===== src/hdl/frsp_pkg.sv =====
// Shared types, character codes and sequence filter for the FASTA record stream parser.
// Used by frsp_parse, frsp_out_fifo and fasta_record_stream_parser.
`timescale 1ns / 1ps

package frsp_pkg;

	localparam int LENGTH_BITS_DEF = 32;
	localparam int REC_LEN_W       = 32;
	localparam int FIFO_DEPTH      = 4;

	localparam logic [7:0] CH_GT     = 8'h3E;
	localparam logic [7:0] CH_SEMI   = 8'h3B;
	localparam logic [7:0] CH_CR     = 8'h0D;
	localparam logic [7:0] CH_LF     = 8'h0A;
	localparam logic [7:0] CH_SPACE  = 8'h20;
	localparam logic [7:0] CH_DASH   = 8'h2D;
	localparam logic [7:0] CH_DOT    = 8'h2E;
	localparam logic [7:0] CH_T      = 8'h54;
	localparam logic [7:0] CH_U      = 8'h55;
	localparam logic [7:0] LOWER_LO  = 8'd96;
	localparam logic [7:0] LOWER_HI  = 8'd123;
	localparam logic [7:0] CASE_DIFF = 8'd32;

	typedef enum logic [1:0] {
		SEQ_UNTYPED = 2'd0,
		SEQ_RNA     = 2'd1,
		SEQ_DNA     = 2'd2,
		SEQ_AMINO   = 2'd3
	} seq_type_t;

	typedef enum logic [1:0] {
		KIND_HEADER = 2'd0,
		KIND_SEQ    = 2'd1,
		KIND_END    = 2'd2,
		KIND_ERROR  = 2'd3
	} kind_t;

	typedef struct packed {
		logic [7:0]           data;
		kind_t                kind;
		logic                 name;
		logic [REC_LEN_W-1:0] rec_len;
		logic                 last;
	} result_t;

	typedef struct packed {
		logic    we0;
		logic    we1;
		result_t r0;
		result_t r1;
	} push_t;

	// Upper-case, then keep, remap or drop (zero means dropped).
	function automatic logic [7:0] filter_byte(input logic [7:0] c, input seq_type_t st);
		logic [7:0] u;
		logic [7:0] k;
		u = c;
		if (c > LOWER_LO && c < LOWER_HI)
			u = c - CASE_DIFF;
		k = 8'h00;
		if (u == 8'h00 || u == CH_CR || u == CH_LF) begin
			k = 8'h00;
		end else if (st == SEQ_UNTYPED) begin
			k = u;
		end else if (u == CH_DASH || u == CH_DOT) begin
			k = u;
		end else begin
			case (st)
				SEQ_RNA: begin
					if (u == CH_T)
						k = CH_U;
					else if (u inside {"A", "C", "G", "U", "R", "Y", "S", "W", "K", "M",
						"B", "D", "H", "V", "N"})
						k = u;
				end
				SEQ_DNA: begin
					if (u == CH_U)
						k = CH_T;
					else if (u inside {"A", "C", "G", "T", "R", "Y", "S", "W", "K", "M",
						"B", "D", "H", "V", "N"})
						k = u;
				end
				SEQ_AMINO: begin
					if (u inside {"A", "C", "D", "E", "F", "G", "H", "I", "K", "L", "M",
						"N", "P", "Q", "R", "S", "T", "V", "W", "Y"})
						k = u;
				end
				default: k = u;
			endcase
		end
		return k;
	endfunction

endpackage


===== src/hdl/frsp_out_fifo.sv =====
// Four-entry result queue: takes up to two items per cycle, gives one per cycle.
// Depends on frsp_pkg for result_t and push_t.
`timescale 1ns / 1ps

module frsp_out_fifo (
	input  logic             clk,
	input  logic             arst_n,
	input  frsp_pkg::push_t  push,
	output logic             room,
	output logic             out_valid,
	input  logic             out_ready,
	output frsp_pkg::result_t out_res
);

	localparam int PTR_W = $clog2(frsp_pkg::FIFO_DEPTH);
	localparam int CNT_W = PTR_W + 1;

	frsp_pkg::result_t mem_q [frsp_pkg::FIFO_DEPTH];
	logic [PTR_W-1:0]  wr_ptr_q;
	logic [PTR_W-1:0]  rd_ptr_q;
	logic [CNT_W-1:0]  count_q;
	logic              pop;
	logic [CNT_W-1:0]  n_push;

	assign out_valid = (count_q != '0);
	assign out_res   = mem_q[rd_ptr_q];
	assign pop       = out_valid && out_ready;
	assign n_push    = CNT_W'(push.we0) + CNT_W'(push.we1);
	assign room      = (count_q <= CNT_W'(frsp_pkg::FIFO_DEPTH - 2) + CNT_W'(pop));

	always_ff @(posedge clk) begin
		if (push.we0)
			mem_q[wr_ptr_q] <= push.r0;
		if (push.we1)
			mem_q[wr_ptr_q + PTR_W'(1)] <= push.r1;
	end

	always_ff @(posedge clk or negedge arst_n) begin
		if (!arst_n) begin
			wr_ptr_q <= '0;
			rd_ptr_q <= '0;
			count_q  <= '0;
		end else begin
			wr_ptr_q <= wr_ptr_q + PTR_W'(n_push);
			if (pop)
				rd_ptr_q <= rd_ptr_q + PTR_W'(1);
			count_q <= count_q + n_push - CNT_W'(pop);
		end
	end

endmodule


===== src/hdl/frsp_parse.sv =====
// Input register, parser state and per-byte decode into up to two result items.
// Depends on frsp_pkg for the filter, character codes and result types.
`timescale 1ns / 1ps

module frsp_parse #(
	parameter int LENGTH_BITS = frsp_pkg::LENGTH_BITS_DEF
) (
	input  logic            clk,
	input  logic            arst_n,
	input  logic            cfg_we,
	input  logic [1:0]      cfg_data,
	input  logic            in_valid,
	output logic            in_ready,
	input  logic [7:0]      in_byte,
	input  logic            in_eoi,
	input  logic            room,
	output frsp_pkg::push_t push
);

	typedef enum logic [2:0] {
		PS_START, PS_HEADER, PS_SEQ, PS_COMMENT, PS_ERROR
	} mode_t;

	frsp_pkg::seq_type_t    seq_type_q;
	mode_t                  mode_q, mode_d;
	logic                   line_start_q, line_start_d;
	logic                   name_open_q, name_open_d;
	logic                   rec_open_q, rec_open_d;
	logic [LENGTH_BITS-1:0] seq_len_q, seq_len_d;
	logic                   valid_s1;
	logic [7:0]             byte_s1;
	logic                   eoi_s1;
	logic                   adv;
	logic                   e_hit;
	frsp_pkg::result_t      e_res;
	logic                   x_hit;
	frsp_pkg::result_t      x_res;
	logic [7:0]             k;
	logic [63:0]            len_ext;
	logic [frsp_pkg::REC_LEN_W-1:0] len_sat;

	assign adv      = valid_s1 && room;
	assign in_ready = !valid_s1 || room;

	always_ff @(posedge clk) begin
		if (in_valid && in_ready) begin
			byte_s1 <= in_byte;
			eoi_s1  <= in_eoi;
		end
	end

	always_comb begin
		mode_d       = mode_q;
		line_start_d = line_start_q;
		name_open_d  = name_open_q;
		rec_open_d   = rec_open_q;
		seq_len_d    = seq_len_q;
		e_hit        = 1'b0;
		e_res        = '0;
		x_hit        = 1'b0;
		x_res        = '0;
		k            = frsp_pkg::filter_byte(byte_s1, seq_type_q);
		len_ext      = 64'(seq_len_q);
		len_sat      = (len_ext > 64'hFFFF_FFFF) ? '1 : len_ext[frsp_pkg::REC_LEN_W-1:0];

		case (mode_q)
			PS_START: begin
				if (byte_s1 == frsp_pkg::CH_GT) begin
					mode_d       = PS_HEADER;
					rec_open_d   = 1'b1;
					name_open_d  = 1'b1;
					line_start_d = 1'b0;
					seq_len_d    = '0;
				end else begin
					e_hit      = 1'b1;
					e_res.kind = frsp_pkg::KIND_ERROR;
					mode_d     = PS_ERROR;
				end
			end
			PS_HEADER: begin
				if (byte_s1 == frsp_pkg::CH_LF) begin
					mode_d       = PS_SEQ;
					line_start_d = 1'b1;
				end else if (byte_s1 != frsp_pkg::CH_CR) begin
					if (byte_s1 == frsp_pkg::CH_SPACE)
						name_open_d = 1'b0;
					e_hit      = 1'b1;
					e_res.data = byte_s1;
					e_res.kind = frsp_pkg::KIND_HEADER;
					e_res.name = (byte_s1 == frsp_pkg::CH_SPACE) ? 1'b0 : name_open_q;
				end
			end
			PS_SEQ: begin
				if (line_start_q && byte_s1 == frsp_pkg::CH_GT) begin
					if (rec_open_q) begin
						e_hit         = 1'b1;
						e_res.kind    = frsp_pkg::KIND_END;
						e_res.rec_len = len_sat;
					end
					mode_d       = PS_HEADER;
					rec_open_d   = 1'b1;
					name_open_d  = 1'b1;
					line_start_d = 1'b0;
					seq_len_d    = '0;
				end else if (line_start_q && byte_s1 == frsp_pkg::CH_SEMI) begin
					mode_d       = PS_COMMENT;
					line_start_d = 1'b0;
				end else begin
					line_start_d = (byte_s1 == frsp_pkg::CH_LF);
					if (k != 8'h00) begin
						e_hit      = 1'b1;
						e_res.data = k;
						e_res.kind = frsp_pkg::KIND_SEQ;
						if (seq_len_q != '1)
							seq_len_d = seq_len_q + LENGTH_BITS'(1);
					end
				end
			end
			PS_COMMENT: begin
				if (byte_s1 == frsp_pkg::CH_LF) begin
					mode_d       = PS_SEQ;
					line_start_d = 1'b1;
				end
			end
			default: ;
		endcase

		if (eoi_s1) begin
			len_ext = 64'(seq_len_d);
			if (rec_open_d) begin
				x_hit         = 1'b1;
				x_res.kind    = frsp_pkg::KIND_END;
				x_res.rec_len = (len_ext > 64'hFFFF_FFFF) ? '1
					: len_ext[frsp_pkg::REC_LEN_W-1:0];
			end
			mode_d       = PS_START;
			line_start_d = 1'b1;
			name_open_d  = 1'b0;
			rec_open_d   = 1'b0;
			seq_len_d    = '0;
		end

		e_res.last = !x_hit;
		x_res.last = 1'b1;
		push.we0   = adv && (e_hit || x_hit);
		push.we1   = adv && e_hit && x_hit;
		push.r0    = e_hit ? e_res : x_res;
		push.r1    = x_res;
	end

	always_ff @(posedge clk or negedge arst_n) begin
		if (!arst_n) begin
			seq_type_q   <= frsp_pkg::SEQ_UNTYPED;
			valid_s1     <= 1'b0;
			mode_q       <= PS_START;
			line_start_q <= 1'b1;
			name_open_q  <= 1'b0;
			rec_open_q   <= 1'b0;
			seq_len_q    <= '0;
		end else begin
			if (cfg_we)
				seq_type_q <= frsp_pkg::seq_type_t'(cfg_data);
			if (in_ready)
				valid_s1 <= in_valid;
			if (adv) begin
				mode_q       <= mode_d;
				line_start_q <= line_start_d;
				name_open_q  <= name_open_d;
				rec_open_q   <= rec_open_d;
				seq_len_q    <= seq_len_d;
			end
		end
	end

endmodule


===== src/hdl/fasta_record_stream_parser.sv =====
// FASTA record stream parser, top level.
// Byte stream in on s_axis (end of file on tlast), one register write channel for the
// sequence type, result items out on m_axis.
// Depends on frsp_pkg, frsp_parse and frsp_out_fifo.
//
// Usage: feed one text byte per item; set s_axis_tlast on the final byte of a file.
// cfg_data selects the sequence type (0 untyped, 1 RNA, 2 DNA, 3 amino acid); write it
// while the block is idle, cfg_ready is always high.
// Each byte yields zero, one or two result items: header bytes (tuser kind 0, name flag
// in tuser bit 2), filtered sequence bytes (kind 1), record ends with the filtered
// length in tdata[39:8] (kind 2), or one format error (kind 3). tlast marks the final
// item caused by a byte.
// Path: a byte enters the input register on accept, is decoded and written into the
// result queue, which presents its first item on m_axis. Throughput is one byte per cycle
// while m_axis_tready is high and each byte yields at most one item; the queue drains
// one item per cycle, so two-item bytes fill it. The four-entry queue sets these rates.
// Stall: when m_axis_tready is low the queue fills; s_axis_tready drops while a byte waits
// and fewer than two entries are free after this cycle's read. No item is lost.
// Reset: arst_n clears the parser to await the first header, empties the queue and sets
// the sequence type to untyped.
`timescale 1ns / 1ps

module fasta_record_stream_parser #(
	parameter int LENGTH_BITS = frsp_pkg::LENGTH_BITS_DEF
) (
	input  logic        clk,
	input  logic        arst_n,
	input  logic        cfg_valid,
	output logic        cfg_ready,
	input  logic [1:0]  cfg_data,
	input  logic        s_axis_tvalid,
	output logic        s_axis_tready,
	input  logic [7:0]  s_axis_tdata,   // [7:0] in_byte
	input  logic        s_axis_tlast,
	output logic        m_axis_tvalid,
	input  logic        m_axis_tready,
	output logic [39:0] m_axis_tdata,   // [7:0] out_byte, [39:8] record_length
	output logic [2:0]  m_axis_tuser,   // [1:0] out_kind, [2] in_name
	output logic        m_axis_tlast
);

	frsp_pkg::push_t   push;
	frsp_pkg::result_t out_res;
	logic              room;

	assign cfg_ready = 1'b1;

	frsp_parse #(
		.LENGTH_BITS(LENGTH_BITS)
	) u_parse (
		.clk      (clk),
		.arst_n   (arst_n),
		.cfg_we   (cfg_valid),
		.cfg_data (cfg_data),
		.in_valid (s_axis_tvalid),
		.in_ready (s_axis_tready),
		.in_byte  (s_axis_tdata),
		.in_eoi   (s_axis_tlast),
		.room     (room),
		.push     (push)
	);

	frsp_out_fifo u_out_fifo (
		.clk       (clk),
		.arst_n    (arst_n),
		.push      (push),
		.room      (room),
		.out_valid (m_axis_tvalid),
		.out_ready (m_axis_tready),
		.out_res   (out_res)
	);

	assign m_axis_tdata = {out_res.rec_len, out_res.data};
	assign m_axis_tuser = {out_res.name, out_res.kind};
	assign m_axis_tlast = out_res.last;

endmodule

===== config.mk =====
export PLATFORM = sky130hd
export DESIGN_NAME = fasta_record_stream_parser
export DESIGN_NICKNAME = d
export VERILOG_FILES = /design/src/hdl/frsp_pkg.sv /design/src/hdl/frsp_out_fifo.sv /design/src/hdl/frsp_parse.sv /design/src/hdl/fasta_record_stream_parser.sv
export SDC_FILE = /design/constraint.sdc
export NUM_CORES = 1
export LEC_CHECK = 0
export BUFFER_PORTS_ARGS = -buffer_cell sky130_fd_sc_hd__buf_2
export CORE_UTILIZATION = 55
export CTS_BUF_LIST = sky130_fd_sc_hd__clkbuf_2
export DETAILED_ROUTE_END_ITERATION = 7
export GPL_TIMING_DRIVEN = 0
export PLACE_DENSITY = 0.76
export SKIP_LAST_GASP = 1
export SLEW_MARGIN = 20
export SYNTH_ARGS = -nofsm -noshare
export SYNTH_HDL_FRONTEND = slang
export SYNTH_SLANG_ARGS = --single-unit

===== constraint.sdc =====
create_clock -name clk -period 3.7 [get_ports clk]
set_input_delay 0.925 -clock clk [delete_from_list [all_inputs] [get_ports clk]]
set_output_delay 0.925 -clock clk [all_outputs]
set_load 0.02 [all_outputs]

==> summary.md <==
| Metric | Value |
|---|---|
| Via count | `11848` |
| Post-synthesis cell area | `12800 sq um` |
| CTS Buf Count | `57` |
| Clk_skew | `0.0829 ns` |
| Synth Area per Inst | `10.2 sq um` |
| Detailed Routing Iterations Pass 1 | `8` |
| HP Class | `in -> async` |
| Synthesized instance count | `1254` |
| Flops & latches, synth | `233` |
| Final setup fails | `0` |
| Synth-to-Final Area Change | `16.1%` |
| Share of layout cells above drive strength 1 | `26.0%` |
| Unrepaired setup endpoints after global routing | `true` |
| ANT nets after route | `0` |
| Core area | `22800 sq um` |
| Die Span Y | `155 microns` |
| Global-route wire length before repair | `64.8 mm` |
| Drt total wl | `44.1 mm` |
| Worst-skew pair later-pin latency | `0.90 ns` |
| Cell Rows | `55` |
| CTS tree | `built` |
| Most common cell after layout, fill and taps aside | `nand2_1` |
| Die Area | `24000 sq um` |
| Slew Limit Fails | `0` |
| Final core occ | `65.4%` |
| Max IR drop VDD | `0.393 mV` |
| Clock sink total | `233` |
| Clk root buf | `clkbuf_2` |
| Final Cycle Share | `99.0%` |
| DRC | `0` |
| CP startpoint kind | `register` |
| Hpwl dp | `28.5 mm` |
| Relative slew slack | `37.0%` |
| Placed cells | `1629` |
| Worst setup EP type | `register` |
| Io pins | `63` |
| EDFF count, synth | `141` |
| Max Cap Viol | `0` |
| Run status | `complete, no violations` |
| Req. time, crit path | `4.25 ns` |
| Pre-CTS WS | `-1.17 ns` |
| Total grt overflow | `0` |
| Worst Tran Pin Value | `0.942 ns` |
| Die width | `155 microns` |
| DR iter-0 viols | `1708` |
| WP data arrival | `4.21 ns` |
| Post-synth net total | `1279` |
| Vias in the first global route | `11067` |
| Vias per cell | `6.67` |
| Total power | `9.55 mW` |
| Largest net degree at the start of global routing | `49` |
| Fin crit period | `3.66 ns` |
| Setup Crit Path Kind | `reg -> reg` |
| Final hold vios | `0` |
| Count of cell types in the netlist | `86` |
| Top FF cell, synth | `edfxtp_1` |
| Reg clk slew, reported paths | `0.12 ns` |
| # nets final | `1437` |
| PortBufs | `61` |
| Crit Path Max Fanout | `10` |
| Gp weighted congestion | `0.979` |
| FMAX | `0.273 GHz` |
| Initial Utilization | `56.4%` |
| Syn. warnings | `0` |
| Leakage power | `5.27 nW` |
| Clk buf depth | `3` |
| Commonest non-fill, non-tap cells in the layout | `185 x nand2_1, 154 x o21ai_0, 141 x edfxtp_1, 111 x clkbuf_2, 70 x buf_2` |
| CTS H-tree depth | `2` |
| FFs w/ async S/R, synth | `20.6%` |
| Initial antenna violation count | `1` |
| Post-DR wirelength/cell | `24.9 microns` |
| Sequential fraction of the synthesis area | `49.2%` |
| Non-Filler Instances | `1775` |
| Pwr Density | `641 nW/um^2` |
| Total GRT Usage | `36.2%` |
| Setup slack after layout | `0.0363 ns` |
report_power, final:
part | switching (mW) | internal [mW] | total, mW
Combinational | 2.67 | 1.58 | 4.25
Sequential | 0.316 | 3.24 | 3.56
Clock | 1.09 | 0.659 | 1.75
kinds of logic after synthesis:
group | share of synthesized area [%]
and+or+nand+nor | 14.7
adders and majority gates | 0.936
other | 0.0292
muxes | 7.98
xor gates and xnor gates | 0.936
AOI/OAI and AO/OA | 21.6
DFF | 49.2
buffers and inverters | 4.58
flip-flops by register name (all words and copies together) (netlist names):
register and cells:
u_out_fifo.wr_ptr_q 2, u_parse.eoi_s1 1, u_parse.name_open_q 1, u_parse.rec_open_q 1, u_parse.mode_q 3, u_parse.seq_type_q 2
u_out_fifo.rd_ptr_q 2, u_parse.valid_s1 1, u_parse.byte_s1 8, u_parse.len_sat 32, u_out_fifo.count_q 3, u_parse.line_start_q 1
u_out_fifo.mem_q 176
final cells by class:
type,count,area [sq um]
fillers,1770,7870
flip-flops and latches,233,6320
multi-input cells,888,6220
repair buffers,108,766
plain buffers,93,534
clock buffers,91,455
well taps,313,392
inverters,28,116
clock inverters,17,76.3
repair inverters,3,22.5
diodes,1,2.50
per-stage QoR:
step / setup TNS, ns / hold WS [ns] / area [sq um]
5_1_grt: -0.815 / 0.111 / 14900
6_report: 0 / 0.0800 / 14900
2_1_floorplan: 0 / 0.420 / 12900
4_1_cts: -1.13 / 0.0812 / 14400
3_3_place_gp: -137.04 / 0.429 / 13600
3_5_place_dp: -150.65 / 0.449 / 13600
routing by layer:
| layer | share of wire (%) | up-vias | GRT usage [%] |
|---|---|---|---|
| met3 | 13 | 158 | 9.67 |
| met5 | 0 | - | 0 |
| met4 | 4.0 | 0 | 15.2 |
| li1 | - | 5136 | - |
| met1 | 38 | 5610 | 48.9 |
| met2 | 45 | 944 | 55.2 |
final timing paths:
check                      slack (ns)                            startpoint                                    to  depth (start not counted)
setup reg to reg                 0.04       u_out_fifo.count_q[2]$_DFF_PN0_     u_out_fifo.mem_q[2][20]$_DFFE_PP_                         12
setup / recovery                 0.04       u_out_fifo.count_q[2]$_DFF_PN0_     u_out_fifo.mem_q[2][20]$_DFFE_PP_                         12
hold / removal                   0.08                                arst_n    u_out_fifo.rd_ptr_q[0]$_DFFE_PN0P_                          1
max in group asynchronous        3.01                                arst_n       u_parse.len_sat[17]$_DFFE_PN0P_                          1
min in group clk                 0.23                       s_axis_tdata[7]          u_parse.byte_s1[7]$_DFFE_PP_                          1
hold reg to reg                  0.47  u_out_fifo.mem_q[2][33]$_SDFFE_PP0P_  u_out_fifo.mem_q[2][33]$_SDFFE_PP0P_                          2
cell usage after synthesis, drive strengths merged (4+ instances only):
cell type  count  area share, %
nand4         11           0.54
a21o          11           0.64
nand2        186            5.4
o21bai         4           0.26
edfxtp       141             33
xnor2          6           0.41
inv           28           0.82
dfxtp         44            6.9
dfrtp         47            9.2
a32o          11           0.86
o211ai         8           0.47
clkbuf        69            2.0
o22ai         22            1.1
nand3         25           0.97
o311ai         4           0.27
buf           37            1.7
and3          15           0.73
o2bb2ai       18            1.2
nor4          12           0.58
o31a           4           0.27
nor3b          4           0.23
nor2b          9           0.44
a22oi          5           0.29
o41ai          8           0.55
ha             8           0.78
nor3          24            1.0
o21ai        167            6.8
o21a           5           0.29
a41oi          4           0.27
mux4          44            7.7
xor2           5           0.34
or3            4           0.19
a2111oi        4           0.42
nand2b         6           0.29
or4            7           0.41
a21oi         52            2.1
and2          13           0.63
o31ai          6           0.35
a22o          33            2.3
nor2          64            2.0
a31oi         29            1.4
timing repair:
item,in CTS,in global routing
hold buffers,0,0
setup endpoints to repair,307,327
pin swaps,9,10
gates resized for setup,57,79
buffers inserted,21,23
cloned,4,3
critical path, cell delays in order (launching register included):
cell	delay [ns]
dfrtp_1	0.40
or3_1	0.38
and2_2	0.25
ha_4	0.25
nor3_2	0.20
nor2_1	0.10
and2_1	0.17
buf_6	0.15
o31a_1	0.17
buf_4	0.19
o21ai_0	0.48
clkbuf_2	0.42
o21ai_0	0.18
Note: power is estimated with default switching activity, not from simulation.
